[src/hdl/raster_line_rle_decoder_defines.svh]
// ----------------------------------------------------------------------------
// Raster line RLE decoder assertion macros
// Shared wrappers for the concurrent checks of the decoder.
// ----------------------------------------------------------------------------
`ifndef RASTER_LINE_RLE_DECODER_DEFINES_SVH
`define RASTER_LINE_RLE_DECODER_DEFINES_SVH

// Same-cycle implication, disabled while reset is high.
`define RLD_ASSERT_NOW(label, clk, rst, ante, cons, msg) \
  label: assert property (@(posedge clk) disable iff (rst) (ante) |-> (cons)) \
    else $error(msg);

// Next-cycle implication, disabled while reset is high.
`define RLD_ASSERT_NEXT(label, clk, rst, ante, cons, msg) \
  label: assert property (@(posedge clk) disable iff (rst) (ante) |=> (cons)) \
    else $error(msg);

`endif

[src/hdl/rld_pkg.sv]
// ----------------------------------------------------------------------------
// Raster line RLE decoder package
// Constants, codes and shared types of the decoder.
// ----------------------------------------------------------------------------
package rld_pkg;

  localparam int BYTES_PER_PIXEL = 3;
  localparam int MAX_WIDTH       = 16383;

  localparam int BYTE_W    = 8;
  localparam int PIXEL_W   = 24;
  localparam int PARTIAL_W = PIXEL_W - BYTE_W;
  localparam int WIDTH_W   = 14;
  localparam int COUNT_W   = 8;
  localparam int LEN_W     = COUNT_W + 1;
  localparam int BIP_W     = 2;
  localparam int CFG_IDX_W = 1;
  localparam int CFG_DATA_W = 24;

  localparam logic [BYTE_W-1:0] CODE_FILL     = 8'h80;
  localparam logic [BYTE_W-1:0] CODE_REP_MAX  = 8'h7f;
  localparam logic [LEN_W-1:0]  LITERAL_BASE  = 9'd256;

  localparam logic [WIDTH_W-1:0] WIDTH_RESET  = 14'd2480;
  localparam logic [PIXEL_W-1:0] FILL_RESET   = 24'hffffff;
  localparam logic [WIDTH_W-1:0] WIDTH_LIMIT  = WIDTH_W'(MAX_WIDTH);

  // Configuration register indexes.
  localparam logic [CFG_IDX_W-1:0] REG_LINE_WIDTH  = 1'b0;
  localparam logic [CFG_IDX_W-1:0] REG_FILL_COLOUR = 1'b1;

  typedef enum logic [2:0] {
    PH_REPEAT = 3'b001,
    PH_CODE   = 3'b010,
    PH_PIXEL  = 3'b100
  } phase_t;

  typedef struct packed {
    logic [WIDTH_W-1:0] line_width;
    logic [PIXEL_W-1:0] fill_colour;
  } cfg_t;

  typedef struct packed {
    logic [PIXEL_W-1:0] colour;
    logic [WIDTH_W-1:0] run_length;
    logic [BYTE_W-1:0]  row_repeat;
    logic               end_of_line;
    logic               overrun;
  } result_t;

endpackage

[src/hdl/raster_line_rle_decoder.sv]
// ----------------------------------------------------------------------------
// Raster line RLE decoder
// Decodes a PackBits-style raster byte stream into colour runs per line.
// ----------------------------------------------------------------------------
// The decoder takes at most one byte per clock and produces at most one run
// beat per byte. Each byte is parsed in the same cycle it is accepted; its run,
// if any, is output from a result register in the next cycle, so data_ready
// stays high while that register is empty or being drained, and throughput is
// one byte per cycle while run_ready is high. Configuration writes are always
// taken; a new line width applies from the next line-repeat byte.
`include "raster_line_rle_decoder_defines.svh"

module raster_line_rle_decoder (
  input  logic                           clk,
  input  logic                           rst,
  input  logic                           cfg_valid,
  output logic                           cfg_ready,
  input  logic [rld_pkg::CFG_IDX_W-1:0]  cfg_index,
  input  logic [rld_pkg::CFG_DATA_W-1:0] cfg_data,
  input  logic                           data_valid,
  output logic                           data_ready,
  input  logic [rld_pkg::BYTE_W-1:0]     data_byte,
  output logic                           run_valid,
  input  logic                           run_ready,
  output logic [rld_pkg::PIXEL_W-1:0]    colour,
  output logic [rld_pkg::WIDTH_W-1:0]    run_length,
  output logic [rld_pkg::BYTE_W-1:0]     row_repeat,
  output logic                           end_of_line,
  output logic                           overrun
);

  rld_pkg::cfg_t    cfg;
  rld_pkg::result_t res_d;
  rld_pkg::result_t res_q;
  logic             res_valid;
  logic             accept;

  assign cfg_ready = 1'b1;
  assign accept    = data_valid && data_ready;

  rld_cfg u_cfg (
    .clk       (clk),
    .rst       (rst),
    .cfg_valid (cfg_valid),
    .cfg_index (cfg_index),
    .cfg_data  (cfg_data),
    .cfg       (cfg)
  );

  rld_decode u_decode (
    .clk       (clk),
    .rst       (rst),
    .accept    (accept),
    .data_byte (data_byte),
    .cfg       (cfg),
    .res_valid (res_valid),
    .res       (res_d)
  );

  rld_out_reg u_out (
    .clk       (clk),
    .rst       (rst),
    .load      (accept && res_valid),
    .res_in    (res_d),
    .run_ready (run_ready),
    .run_valid (run_valid),
    .res_out   (res_q),
    .free      (data_ready)
  );

  assign colour      = res_q.colour;
  assign run_length  = res_q.run_length;
  assign row_repeat  = res_q.row_repeat;
  assign end_of_line = res_q.end_of_line;
  assign overrun     = res_q.overrun;

  `RLD_ASSERT_NOW(a_ovr_eol, clk, rst, run_valid && overrun, end_of_line, "overrun without eol")
  `RLD_ASSERT_NOW(a_len_nz, clk, rst, run_valid, run_length != '0, "zero-length run")
  `RLD_ASSERT_NOW(a_ready_empty, clk, rst, !run_valid, data_ready, "input stalled while empty")
  `RLD_ASSERT_NEXT(a_beat_lands, clk, rst, accept && res_valid, run_valid, "run result was lost")

endmodule

[src/hdl/rld_cfg.sv]
// ----------------------------------------------------------------------------
// Raster line RLE decoder configuration registers
// Holds the line width and the fill colour written over the config channel.
// ----------------------------------------------------------------------------
module rld_cfg (
  input  logic                           clk,
  input  logic                           rst,
  input  logic                           cfg_valid,
  input  logic [rld_pkg::CFG_IDX_W-1:0]  cfg_index,
  input  logic [rld_pkg::CFG_DATA_W-1:0] cfg_data,
  output rld_pkg::cfg_t                  cfg
);

  always_ff @(posedge clk) begin
    if (rst) begin
      cfg.line_width  <= rld_pkg::WIDTH_RESET;
      cfg.fill_colour <= rld_pkg::FILL_RESET;
    end else if (cfg_valid) begin
      unique case (cfg_index)
        rld_pkg::REG_LINE_WIDTH: begin
          cfg.line_width <= cfg_data[rld_pkg::WIDTH_W-1:0];
        end
        rld_pkg::REG_FILL_COLOUR: begin
          cfg.fill_colour <= cfg_data[rld_pkg::PIXEL_W-1:0];
        end
        default: begin
        end
      endcase
    end
  end

endmodule

[src/hdl/rld_decode.sv]
// ----------------------------------------------------------------------------
// Raster line RLE decoder byte parser
// Per-byte state update of the run decoder and formation of one run result.
// ----------------------------------------------------------------------------
module rld_decode (
  input  logic                       clk,
  input  logic                       rst,
  input  logic                       accept,
  input  logic [rld_pkg::BYTE_W-1:0] data_byte,
  input  rld_pkg::cfg_t              cfg,
  output logic                       res_valid,
  output rld_pkg::result_t           res
);

  rld_pkg::phase_t                phase, phase_next;
  logic [rld_pkg::BIP_W-1:0]      byte_in_pixel, byte_in_pixel_next;
  logic [rld_pkg::PARTIAL_W-1:0]  partial_pixel, partial_pixel_next;
  logic                           is_repeat_run, is_repeat_run_next;
  logic [rld_pkg::COUNT_W-1:0]    run_count, run_count_next;
  logic [rld_pkg::WIDTH_W-1:0]    pixels_left, pixels_left_next;
  logic [rld_pkg::BYTE_W-1:0]     row_repeat_count, row_repeat_count_next;

  logic [rld_pkg::PIXEL_W-1:0]    colour;
  logic [rld_pkg::LEN_W-1:0]      len;
  logic [rld_pkg::WIDTH_W-1:0]    len_wide;
  logic [rld_pkg::WIDTH_W-1:0]    width_sat;
  logic                           more;
  logic                           last_byte;

  assign colour    = {partial_pixel, data_byte};
  assign last_byte = !(({1'b0, byte_in_pixel} + 3'd1) < 3'(rld_pkg::BYTES_PER_PIXEL));
  assign more      = !is_repeat_run && (run_count != '0);
  assign len       = is_repeat_run ? ({1'b0, run_count} + rld_pkg::LEN_W'(1))
                                   : rld_pkg::LEN_W'(1);
  assign len_wide  = rld_pkg::WIDTH_W'(len);
  assign width_sat = (cfg.line_width > rld_pkg::WIDTH_LIMIT) ? rld_pkg::WIDTH_LIMIT
                                                             : cfg.line_width;

  always_comb begin
    phase_next            = phase;
    byte_in_pixel_next    = byte_in_pixel;
    partial_pixel_next    = partial_pixel;
    is_repeat_run_next    = is_repeat_run;
    run_count_next        = run_count;
    pixels_left_next      = pixels_left;
    row_repeat_count_next = row_repeat_count;
    res_valid             = 1'b0;
    res.colour            = colour;
    res.run_length        = pixels_left;
    res.row_repeat        = row_repeat_count;
    res.end_of_line       = 1'b0;
    res.overrun           = 1'b0;

    unique case (phase)
      rld_pkg::PH_CODE: begin
        if (data_byte == rld_pkg::CODE_FILL) begin
          res_valid        = 1'b1;
          res.colour       = cfg.fill_colour;
          res.end_of_line  = 1'b1;
          pixels_left_next = '0;
          phase_next       = rld_pkg::PH_REPEAT;
        end else begin
          is_repeat_run_next = (data_byte <= rld_pkg::CODE_REP_MAX);
          // A literal code counts the pixels that follow the first one.
          run_count_next     = (data_byte <= rld_pkg::CODE_REP_MAX) ? data_byte
              : rld_pkg::COUNT_W'(rld_pkg::LITERAL_BASE - {1'b0, data_byte});
          byte_in_pixel_next = '0;
          partial_pixel_next = '0;
          phase_next         = rld_pkg::PH_PIXEL;
        end
      end
      rld_pkg::PH_PIXEL: begin
        if (!last_byte) begin
          partial_pixel_next = colour[rld_pkg::PARTIAL_W-1:0];
          byte_in_pixel_next = byte_in_pixel + rld_pkg::BIP_W'(1);
        end else begin
          byte_in_pixel_next = '0;
          partial_pixel_next = '0;
          if (more) begin
            run_count_next = run_count - rld_pkg::COUNT_W'(1);
          end
          if (pixels_left == '0) begin
            // Tail of a literal run beyond the line end is dropped.
            phase_next = more ? rld_pkg::PH_PIXEL : rld_pkg::PH_REPEAT;
          end else begin
            res_valid = 1'b1;
            if (len_wide >= pixels_left) begin
              res.run_length   = pixels_left;
              res.end_of_line  = 1'b1;
              res.overrun      = (len_wide > pixels_left) || more;
              pixels_left_next = '0;
              phase_next       = more ? rld_pkg::PH_PIXEL : rld_pkg::PH_REPEAT;
            end else begin
              res.run_length   = len_wide;
              pixels_left_next = pixels_left - len_wide;
              phase_next       = more ? rld_pkg::PH_PIXEL : rld_pkg::PH_CODE;
            end
          end
        end
      end
      default: begin
        row_repeat_count_next = data_byte;
        pixels_left_next      = width_sat;
        byte_in_pixel_next    = '0;
        partial_pixel_next    = '0;
        phase_next = (width_sat == '0) ? rld_pkg::PH_REPEAT : rld_pkg::PH_CODE;
      end
    endcase
  end

  always_ff @(posedge clk) begin
    if (rst) begin
      phase            <= rld_pkg::PH_REPEAT;
      byte_in_pixel    <= '0;
      partial_pixel    <= '0;
      is_repeat_run    <= 1'b0;
      run_count        <= '0;
      pixels_left      <= '0;
      row_repeat_count <= '0;
    end else if (accept) begin
      phase            <= phase_next;
      byte_in_pixel    <= byte_in_pixel_next;
      partial_pixel    <= partial_pixel_next;
      is_repeat_run    <= is_repeat_run_next;
      run_count        <= run_count_next;
      pixels_left      <= pixels_left_next;
      row_repeat_count <= row_repeat_count_next;
    end
  end

endmodule

[src/hdl/rld_out_reg.sv]
// ----------------------------------------------------------------------------
// Raster line RLE decoder result register
// Holds one run result until the downstream side takes the beat.
// ----------------------------------------------------------------------------
module rld_out_reg (
  input  logic             clk,
  input  logic             rst,
  input  logic             load,
  input  rld_pkg::result_t res_in,
  input  logic             run_ready,
  output logic             run_valid,
  output rld_pkg::result_t res_out,
  output logic             free
);

  // The register can take a new result whenever it is empty or being drained.
  assign free = !run_valid || run_ready;

  always_ff @(posedge clk) begin
    if (rst) begin
      run_valid <= 1'b0;
    end else if (free) begin
      run_valid <= load;
    end
  end

  always_ff @(posedge clk) begin
    if (free && load) begin
      res_out <= res_in;
    end
  end

endmodule
[config.mk]
export PLATFORM = sky130hd
export DESIGN_NAME = raster_line_rle_decoder
export DESIGN_NICKNAME = d
export VERILOG_FILES = /design/src/hdl/rld_pkg.sv /design/src/hdl/raster_line_rle_decoder.sv /design/src/hdl/rld_cfg.sv /design/src/hdl/rld_decode.sv /design/src/hdl/rld_out_reg.sv
export VERILOG_INCLUDE_DIRS = /design/src /design/src/hdl
export SDC_FILE = /design/constraint.sdc
export NUM_CORES = 1
export LEC_CHECK = 0
export BUFFER_PORTS_ARGS = -buffer_cell sky130_fd_sc_hd__buf_2
export CORE_MARGIN = 5
export CORE_UTILIZATION = 45
export DETAILED_ROUTE_END_ITERATION = 8
export PLACE_DENSITY = 0.67
export RECOVER_POWER = 100
export SYNTH_ARGS = -nofsm -noshare
export SYNTH_HDL_FRONTEND = slang
export SYNTH_SLANG_ARGS = --single-unit
[constraint.sdc]
create_clock -name clk -period 2.8 [get_ports clk]
set_input_delay 0.56 -clock clk [delete_from_list [all_inputs] [get_ports clk]]
set_output_delay 0.56 -clock clk [all_outputs]
set_load 0.03 [all_outputs]
==> results of run 1 <==
## layer usage
layer	up-vias	GRT usage [%]
li1	2784	-
met1	2853	27.7
met2	216	36.0
met3	43	5.31
met4	0	9.26
met5	-	0
## cells in the mapped netlist (3+ instances only)
cell / instances
o21a_1: 5
nand3b_1: 6
xor2_1: 8
a221oi_1: 7
buf_6: 3
nor2_1: 41
a22oi_1: 21
and2_1: 7
inv_1: 25
nand4_1: 7
mux2i_1: 7
dfxtp_1: 91
o32ai_2: 4
clkbuf_1: 32
o21ai_1: 4
nor2b_1: 7
o211ai_1: 6
buf_2: 9
a211oi_1: 4
and3_1: 25
a32oi_1: 3
nor4_1: 3
a21oi_1: 42
buf_4: 3
edfxtp_1: 48
xnor2_1: 7
a211oi_2: 5
ha_1: 13
a221oi_2: 3
a211o_1: 26
a21o_1: 8
nand2_1: 113
nand3_1: 19
nor3_1: 10
nand2b_1: 5
o21ai_0: 22
## logic make-up after synthesis
| group | Yosys count | share of synthesized area [%] |
|---|---|---|
| compound gates | 178 | 20.2 |
| fa+ha+maj | 14 | 2.74 |
| other cells | 1 | 0.0563 |
| mux | 8 | 1.22 |
| simple gates | 266 | 20.1 |
| flops | 139 | 49.0 |
| buf+inv | 73 | 4.79 |
| xor+xnor | 15 | 1.97 |
## critical path: stages (launching register included)
cell,delay (ps)
dfxtp_4,390
buf_6,110
nand3_2,90
nor2_4,140
xnor2_1,130
nand2_1,130
ha_4,300
nand3_4,80
o211ai_1,290
a21oi_4,70
buf_4,160
buf_4,120
buf_4,140
o41a_1,410
o32ai_2,90
## what timing repair did
item | in CTS | in global routing
endpoints found under the setup margin | 14 | 29
hold buffers | 0 | 0
pin swaps | 3 | 16
resized for setup | 9 | 37
setup buffers | 4 | 6
gates cloned | 0 | 0
## registers in the layout (all words and copies together) (netlist names)
register,flops
u_cfg.cfg,38
u_decode.phase,3
u_decode.partial_pixel,16
u_decode.pixels_left,14
u_decode.row_repeat_count,8
u_out.run_valid,1
u_decode.run_count,8
u_decode.byte_in_pixel,2
u_decode.is_repeat_run,1
u_out.res_out,48
## power breakdown
part / total, mW / leakage (nW) / internal, mW / switching, mW
clock network: 2.20 / 0.278 / 1.18 / 1.01
registers: 2.22 / 1.19 / 2.15 / 0.0695
logic: 0.751 / 1.81 / 0.337 / 0.414
## metrics by stage
stage / power (mW) / std cells / worst slack (ps) / area, um2 / hold slack (ps)
2_1_floorplan: 2.68 / 694 / 5.30 / 6690 / 408
3_3_place_gp: 2.92 / 980 / -46.7 / 7630 / 418
3_5_place_dp: 2.93 / 980 / -148 / 7630 / 421
4_1_cts: 5.12 / 1016 / 11.9 / 8280 / 358
5_1_grt: 5.35 / 1022 / -53.7 / 8400 / 378
6_report: 5.17 / 1022 / 57.0 / 8400 / 371
## final cells by class
class	count	area share, %
clock buffers	17	5.06
clock inverters	15	1.83
inverters	25	1.12
flip-flops and latches	139	39.0
repair buffers	160	11.1
well taps	184	2.74
multi-input cells	482	39.1
## final timing paths
| check | from | endpoint | cells after the start |
|---|---|---|---|
| hold reg to reg | u_decode.row_repeat_count[2]$_SDFFE_PP0P_ | u_out.res_out[4]$_DFFE_PP_ | 0 |
| setup reg to reg | u_decode.run_count[4]$_SDFFE_PP0P_ | u_decode.pixels_left[13]$_SDFFE_PP0P_ | 14 |
| setup / recovery | u_decode.run_count[4]$_SDFFE_PP0P_ | u_decode.pixels_left[13]$_SDFFE_PP0P_ | 14 |
| hold / removal | cfg_data[5] | u_cfg.cfg[29]$_SDFFE_PP1P_ | 3 |
==> flow_metrics.py, run 1 <==
metrics = {
    "sta": {
        "fmax_ghz": 0.365,
        "hold_viol": 0,
        "report.final.slew_viol_count": 0,
        "fin_skew_ps": 11.4,
        "setup_viol": 0,
        "post-route-min-period_ps": 2740,
        "slew_headroom_pct": 25.6,
        "period_share_pct": 98.0,
        "fin_tns_setup_ps": 0,
        "worst_pin_slew_ps": 1120,
    },
    "clock_tree": {
        "clock-sinks": 139,
        "clock-root-buffer": "clkbuf_16",
        "cts_buffer_depth": 2,
        "worstSkewPairLatency_ps": 440,
        "clkTransAtPathRegs_ps": 60,
        "cts_inserted_buffers": 17,
        "h-tree-depth": 4,
        "cts_tree": "done",
    },
    "synthesis": {
        "synth_warnings": 0,
        "synthesis.area_mm2": 0.00666,
        "synthTopCellsByArea": "dfxtp_1 27%, edfxtp_1 22%, nand2_1 6.4%",
        "synth_edf_count": 48,
        "syn-instance-count": 694,
        "syn_nets": 746,
        "synthFlopType": "dfxtp_1",
        "synth.distinct_cells": 73,
        "synth_largest_area_cell": "dfxtp_1",
        "synth_top_area_share_pct": 27.3,
        "ys_async_sr_fraction_pct": 0,
        "ys_seq_elements": 139,
        "avgSynthCellArea_um2": 9.60,
        "seq_area_frac_synth_pct": 49.0,
    },
    "routing": {
        "wl_um": 19700,
        "drtPass1Iterations": 8,
        "wl_met2_um": 9660,
        "top_layer_used": "met4",
        "wl_met1_um": 8320,
        "wl_met3_um": 1170,
        "drtIter0Drc": 512,
        "num_vias": 5896,
        "ant_nets": 0,
        "drc": 0,
        "via_per_inst": 5.77,
        "wl_per_cell_um": 19.2,
    },
    "pwr": {
        "powerDensity_mw_per_mm2": 615,
        "ir_drop_uv": 506,
        "power_leakage_nw": 3.27,
    },
    "floorplanning": {
        "die_x_um": 132,
        "dieArea_mm2": 0.0173,
        "pin_count": 89,
        "start_util_pct": 45.8,
        "die_h_um": 132,
        "num_rows": 44,
        "core_area_mm2": 0.0145,
    },
    "finish": {
        "drive_gt1_share_pct": 22.9,
        "nets": 877,
        "seqCellArea_mm2": 0.00328,
        "fillCellCount": 1292,
        "fin_util_pct": 57.8,
        "area_growth_pct": 26.1,
        "multiInputGateArea_mm2": 0.00328,
        "layout_common_cells": "109 x nand2_1, 85 x dfxtp_1, 58 x buf_4",
        "final_common_cell": "nand2_1",
        "diodes": 0,
    },
    "worst_hold_path": {
        "hold_class": "input pin to flip-flop",
    },
    "placed_design": {
        "gp_congestion": 0.904,
        "io_buffers": 87,
        "hpwl_um": 13700,
    },
    "global_route": {
        "grt_use_total_pct": 21.9,
        "grt_pass1_wl_um": 30400,
        "grt_overflow": 0,
        "grt_max_degree": 33,
        "antenna_found_initial": 0,
        "grt_pass1_vias": 5738,
    },
    "job": {
        "cap_violations": 0,
    },
    "status": {
        "outcome": "finished clean",
    },
    "worst_setup_path": {
        "critPathKind": "flip-flop to flip-flop",
        "r2r_slack_ps": 60,
        "startpoint_type": "flip-flop",
        "required_ps": 3150,
        "path_max_fanout": 7,
        "worst_ep_arrival_time_ps": 3090,
        "crit_path_end_kind": "flip-flop",
    },
}
Power figures use the tool's default switching activity.
==> run 2, diff against run 1 <==
--- a/config.mk
+++ b/config.mk
@@ -7,11 +7,12 @@
 export NUM_CORES = 1
 export LEC_CHECK = 0
 export BUFFER_PORTS_ARGS = -buffer_cell sky130_fd_sc_hd__buf_2
-export CORE_MARGIN = 5
+export CORE_MARGIN = 2
 export CORE_UTILIZATION = 45
 export DETAILED_ROUTE_END_ITERATION = 8
 export PLACE_DENSITY = 0.67
 export RECOVER_POWER = 100
 export SYNTH_ARGS = -nofsm -noshare
 export SYNTH_HDL_FRONTEND = slang
+export SYNTH_HIERARCHICAL = 1
 export SYNTH_SLANG_ARGS = --single-unit
==> flow_metrics.py, run 2 <==
metrics = {
    "placed_design": {
        "io_buffers": 87,
        "gp_congestion": 0.845,
        "hpwl_um": 13500,
        "placed_area_mm2": 0.00781,
        "dp.cells": 1013,
    },
    "finish": {
        "largestRegisters": "u_out/res_out x48, u_cfg/cfg x38, u_decode/partial_pixel x16",
        "layout_common_cells": "101 x nand2_1, 85 x dfxtp_1, 77 x buf_4",
        "final_cells": 1057,
        "drive_gt1_share_pct": 26.6,
        "largest_reg_flops": 48,
        "final_common_cell": "nand2_1",
        "area_growth_pct": 29.5,
        "nets": 912,
        "diodes": 0,
        "final_area_mm2": 0.00864,
        "top_register": "u_out/res_out",
    },
    "synthesis": {
        "avgSynthCellArea_um2": 9.43,
        "synth.distinct_cells": 70,
        "seq_area_frac_synth_pct": 48.9,
        "synth_warnings": 6,
        "synth_largest_area_cell": "dfxtp_1",
        "synthFlopType": "dfxtp_1",
        "synthTopCellsByArea": "dfxtp_1 27%, edfxtp_1 22%, nand2_1 6.2%",
        "syn-instance-count": 708,
        "syn_nets": 760,
        "synth_commonest_cells": "111 x nand2_1, 91 x dfxtp_1, 69 x nor2_1, 48 x edfxtp_1, 30 x o21ai_0",
        "ys_async_sr_fraction_pct": 0,
        "yosys.area_share.simple_pct": 22.7,
        "synth_edf_count": 48,
        "synth_top_family_by_area": "simple AND/OR/NAND/NOR gates",
        "synth_xor_area_share_pct": 2.23,
        "synthAdderAreaFrac_pct": 2.74,
        "synth_mux_area_share_pct": 1.80,
        "yosysMostFrequentCell": "nand2_1",
        "ys_seq_elements": 139,
        "synthesis.area_mm2": 0.00668,
        "synth_compound_area_share_pct": 17.2,
        "synth_top_area_share_pct": 27.3,
    },
    "worst_setup_path": {
        "required_ps": 3090,
        "startpoint_type": "flip-flop",
        "worst_ep_arrival_time_ps": 3200,
        "crit_path_end_kind": "flip-flop",
        "path_max_fanout": 4,
        "critPathKind": "flip-flop to flip-flop",
    },
    "pwr": {
        "power_frac_comb_pct": 15.1,
        "power_leakage_nw": 3.47,
        "p_total_mw": 5.35,
        "p_sw_mw": 1.41,
        "powerDensity_mw_per_mm2": 619,
        "ir_drop_uv": 678,
        "sequentialPowerShare_pct": 41.3,
        "p_int_mw": 3.94,
        "pwr-share-clk_pct": 43.6,
        "p_sw_share_pct": 26.4,
    },
    "sta": {
        "post-route-min-period_ps": 2910,
        "fin_tns_setup_ps": -814,
        "holdWs_ps": 432,
        "hold_viol": 0,
        "setup_slack_ps": -112,
        "period_share_pct": 104,
        "setup_viol": 16,
        "worst_pin_slew_ps": 1070,
        "fmax_ghz": 0.343,
        "fin_skew_ps": 8.88,
        "rsz0062_at_grt": "yes",
        "report.final.slew_viol_count": 0,
        "slew_headroom_pct": 28.8,
    },
    "global_route": {
        "grt_pass1_wl_um": 30800,
        "antenna_found_initial": 0,
        "grt_overflow": 0,
        "grt_use_total_pct": 24.6,
        "grt_max_degree": 67,
        "grt_pass1_vias": 5844,
    },
    "job": {
        "cap_violations": 0,
    },
    "clock_tree": {
        "clock-root-buffer": "clkbuf_16",
        "cts_inserted_buffers": 17,
        "cts_buffer_depth": 2,
        "cts_tree": "done",
        "worstSkewPairLatency_ps": 420,
        "holdBufCountCts": 0,
        "clock-sinks": 139,
        "clkTransAtPathRegs_ps": 60,
        "h-tree-depth": 4,
    },
    "floorplanning": {
        "die_x_um": 126,
        "num_rows": 44,
        "start_util_pct": 45.9,
        "pin_count": 89,
        "core_area_mm2": 0.0145,
        "dieArea_mm2": 0.0158,
        "die_h_um": 126,
    },
    "status": {
        "violations": "setup timing",
        "outcome": "complete, but fails checks",
    },
    "routing": {
        "drtIter0Drc": 391,
        "wl_um": 19500,
        "via_per_inst": 5.66,
        "drc": 0,
        "num_vias": 5979,
        "ant_nets": 0,
        "drtPass1Iterations": 5,
        "wl_per_cell_um": 18.4,
    },
    "worst_hold_path": {
        "hold_class": "flip-flop to flip-flop",
    },
}
==> run 2: cell count changes in the layout (fill, tap and decap cells not counted), sizes merged, moves of 9 or more <==
| cell | change |
|---|---|
| a21oi | -16 |
| inv | -17 |
| buf | +19 |
| o21ai | +15 |
| nor2 | +28 |
| nand4bb | +9 |
==> run 2: cell type report <==
cell class / count / area, um2
flip-flops and latches: 139 / 3280
well taps: 184 / 230
clock inverters: 15 / 188
clock buffers: 17 / 425
multi-input cells: 511 / 3400
fillers: 1273 / 5890
repair buffers: 180 / 1080
inverters: 11 / 41.3
==> run 2: power groups by stage <==
stage               combinational (mW)  clock [mW]  sequential [mW]
finish                           0.808        2.34             2.21
detailed placement               0.692           0             2.25
global route                     0.877        2.46             2.22
global placement                 0.690           0             2.25
floorplan                        0.429           0             2.23
CTS                              0.732        2.36             2.21
==> run 2: what timing repair did <==
action / in CTS / in global routing
resized for setup: 17 / 58
cloned: 0 / 1
hold endpoints to repair: 0 / 0
buffers inserted: 5 / 6
setup endpoints to repair: 19 / 31
pin swaps: 17 / 26
==> run 2: path summary, 6_finish.rpt <==
kind              slack, ps                           to                                       from  cells past startpoint
setup / recovery       -110  u_out/res_out[18]$_DFFE_PP_         u_decode/run_count[0]$_SDFFE_PP0P_                     13
setup reg to reg       -110  u_out/res_out[18]$_DFFE_PP_         u_decode/run_count[0]$_SDFFE_PP0P_                     13
hold reg to reg         430   u_out/res_out[8]$_DFFE_PP_  u_decode/row_repeat_count[6]$_SDFFE_PP0P_                      0
hold / removal          430   u_out/res_out[8]$_DFFE_PP_  u_decode/row_repeat_count[6]$_SDFFE_PP0P_                      0
==> run 2: cells by family (layout without fill, tap and decap cells) <==
kind of cell               after synthesis  count (layout)
adders and majority gates               14              14
other                                    1               1
buffers and inverters                   58             223
xor gates and xnor gates                17              17
AOI/OAI and AO/OA                      164             164
and+or+nand+nor                        303             303
muxes                                   12              12
DFF                                    139             139
==> run 2: routing by layer <==
metal | vias to the layer above | part of all wire, % | track usage (%)
li1 | 2855 | - | -
met1 | 2898 | 44 | 32.8
met2 | 202 | 48 | 39.9
met3 | 24 | 5.5 | 6.07
met4 | 0 | 1.8 | 7.50
met5 | - | 0 | 0
==> run 2: critical path, stage by stage, from the launching register on <==
cell and delay [ps]:
dfxtp_4 370, ha_4 150, nand2_4 50, or3_4 400
ha_4 280, and4b_1 250, nand3_2 90, o21a_4 210
buf_4 140, buf_6 120, nand2_4 60, nand2_2 60
or4b_4 530, nand2_2 70
==> run 2: stage by stage <==
stage,worst slack (ps),utilization (%)
6_report,-112,59.5
2_1_floorplan,0.742,-
4_1_cts,-48.7,58.6
5_1_grt,-217,59.5
3_5_place_dp,-117,53.7
3_3_place_gp,-123,53.7
==> run 3, diff against run 2 <==
--- a/config.mk
+++ b/config.mk
@@ -7,7 +7,7 @@
 export NUM_CORES = 1
 export LEC_CHECK = 0
 export BUFFER_PORTS_ARGS = -buffer_cell sky130_fd_sc_hd__buf_2
-export CORE_MARGIN = 2
+export CORE_MARGIN = 5
 export CORE_UTILIZATION = 45
 export DETAILED_ROUTE_END_ITERATION = 8
 export PLACE_DENSITY = 0.67
==> flow_metrics.py, run 3 (synthesis results as in run 2) <==
metrics = {
    "job": {
        "cap_violations": 0,
    },
    "routing": {
        "drtIter0Drc": 466,
        "ant_nets": 0,
        "drtPass1Iterations": 5,
        "drc": 0,
        "wl_um": 19100,
        "num_vias": 5953,
        "wl_per_cell_um": 18.1,
        "via_per_inst": 5.65,
    },
    "clock_tree": {
        "clock-root-buffer": "clkbuf_16",
        "clock-sinks": 139,
        "cts_inserted_buffers": 17,
        "cts_buffer_depth": 2,
        "worstSkewPairLatency_ps": 420,
        "cts_tree": "done",
        "h-tree-depth": 4,
        "clkTransAtPathRegs_ps": 60,
        "holdBufCountCts": 0,
    },
    "pwr": {
        "sequentialPowerShare_pct": 43.6,
        "power_frac_comb_pct": 14.4,
        "power_leakage_nw": 3.40,
        "ir_drop_uv": 340,
        "p_total_mw": 5.08,
        "pwr-share-clk_pct": 42.0,
        "p_sw_share_pct": 26.1,
        "powerDensity_mw_per_mm2": 600,
        "p_sw_mw": 1.32,
        "p_int_mw": 3.75,
    },
    "worst_setup_path": {
        "cpMaxStageDelayCell": "or3_4",
        "crit_path_end_kind": "flip-flop",
        "slowest_delay_ps": 390,
        "startpoint_type": "flip-flop",
        "required_ps": 3140,
        "worst_ep_arrival_time_ps": 3200,
        "crit_top_cell": "ha_4",
        "path_max_fanout": 5,
        "path_cells": "ha_4, nand2_4, or3_4, ha_4, and4b_1, nand3_1, o21a_4, a211o_4, buf_4, nor4_4, a211oi_2, o21ai_1",
        "critPathKind": "flip-flop to flip-flop",
    },
    "floorplanning": {
        "dieArea_mm2": 0.0174,
        "die_h_um": 132,
        "pin_count": 89,
        "num_rows": 44,
        "core_area_mm2": 0.0145,
        "die_x_um": 132,
        "start_util_pct": 45.9,
    },
    "sta": {
        "slew_headroom_pct": 28.7,
        "fmax_ghz": 0.350,
        "setup_slack_ps": -55.2,
        "post-route-min-period_ps": 2860,
        "period_share_pct": 102,
        "rsz0062_at_grt": "yes",
        "worst_pin_slew_ps": 1070,
        "fin_skew_ps": 8.75,
        "report.final.slew_viol_count": 0,
        "hold_viol": 0,
        "setup_viol": 3,
        "fin_tns_setup_ps": -115,
    },
    "finish": {
        "layout_common_cells": "109 x nand2_1, 85 x dfxtp_1, 77 x buf_4",
        "largestRegisters": "u_out/res_out x48, u_cfg/cfg x38, u_decode/partial_pixel x16",
        "fillCellCount": 1320,
        "area_growth_pct": 26.7,
        "final_cells": 1053,
        "drive_gt1_share_pct": 23.6,
        "final_common_cell": "nand2_1",
        "nets": 908,
        "diodes": 0,
        "largest_reg_flops": 48,
        "top_register": "u_out/res_out",
    },
    "status": {
        "violations": "setup timing",
        "outcome": "complete, but fails checks",
    },
    "global_route": {
        "grt_pass1_vias": 5892,
        "grt_pass1_wl_um": 30500,
        "grt_overflow": 0,
        "grt_use_total_pct": 21.5,
        "antenna_found_initial": 1,
        "grt_max_degree": 49,
    },
    "worst_hold_path": {
        "hold_class": "input pin to flip-flop",
    },
    "placed_design": {
        "io_buffers": 87,
        "dp.cells": 1016,
        "gp_congestion": 0.910,
        "hpwl_um": 13600,
    },
}
-- run 3: cell types whose count changed in the layout (fill, tap and decap cells not counted), sizes merged --
cell,before,now
clkbuf,78,82
buf,119,116
bufinv,3,1
inv,16,14
clkinvlp,2,1
-- run 3: metrics by stage --
stage | setup WS, ps | hold WS, ps | instance area [um2] | util [%]
after floorplan | 0.742 | 408 | 6750 | -
after global placement | -28.3 | 416 | 7820 | 53.8
after detailed placement | -47.3 | 423 | 7820 | 53.8
after CTS | 5.03 | 407 | 8410 | 57.9
after global routing | -157 | 425 | 8460 | 58.2
final | -55.2 | 411 | 8460 | 58.2
-- run 3: worst paths after layout --
check | start | to | slack, ps | depth (start not counted)
worst max-delay path | u_decode/run_count[0]$_SDFFE_PP0P_ | u_decode/pixels_left[12]$_SDFFE_PP0P_ | -60 | 12
worst min register to register | u_decode/row_repeat_count[4]$_SDFFE_PP0P_ | u_out/res_out[6]$_DFFE_PP_ | 430 | 0
worst max register to register | u_decode/run_count[0]$_SDFFE_PP0P_ | u_decode/pixels_left[12]$_SDFFE_PP0P_ | -60 | 12
worst min-delay path | cfg_data[10] | u_cfg/cfg[34]$_SDFFE_PP0P_ | 410 | 3
-- run 3: critical path: cells and delay by family (launching register included) --
kind,cells,cell delay [ps]
AO/OA/AOI/OAI,4,780
AND/OR/NAND/NOR,5,1020
buffers and inverters,1,160
adder cells (fa/ha/maj),2,440
flip-flops,1,370
-- run 3: repair_timing --
item | 4_1_cts | 5_1_grt
cloned | 0 | 0
gates resized for setup | 7 | 33
pin swaps | 13 | 15
endpoints found under the setup margin | 9 | 31
buffers inserted | 2 | 3
-- run 3: final cells by class --
type                       count  area, um2  area share, %
timing repair buffer         176       1060           12.5
tap                          184        230           2.72
sequential                   139       3280           38.8
inverter                      11       41.3          0.488
multi-input combinational    511       3300           39.0
clock buffer                  22        464           5.49
clock inverter                10       93.8           1.11
-- run 3: routing by layer --
metal	global-route usage [%]	vias up	share of wire [%]
li1	-	2844	-
met1	28.7	2872	44
met2	35.4	206	48
met3	4.73	29	5.8
met4	6.29	2	1.7
met5	0	-	0.042
-- run 3: power by group through the flow --
stage	Combinational, mW	Clock, mW	Sequential [mW]
5_1_grt	0.792	2.25	2.22
2_1_floorplan	0.429	0	2.23
3_3_place_gp	0.676	0	2.25
3_5_place_dp	0.685	0	2.25
4_1_cts	0.694	2.16	2.21
6_report	0.732	2.13	2.21
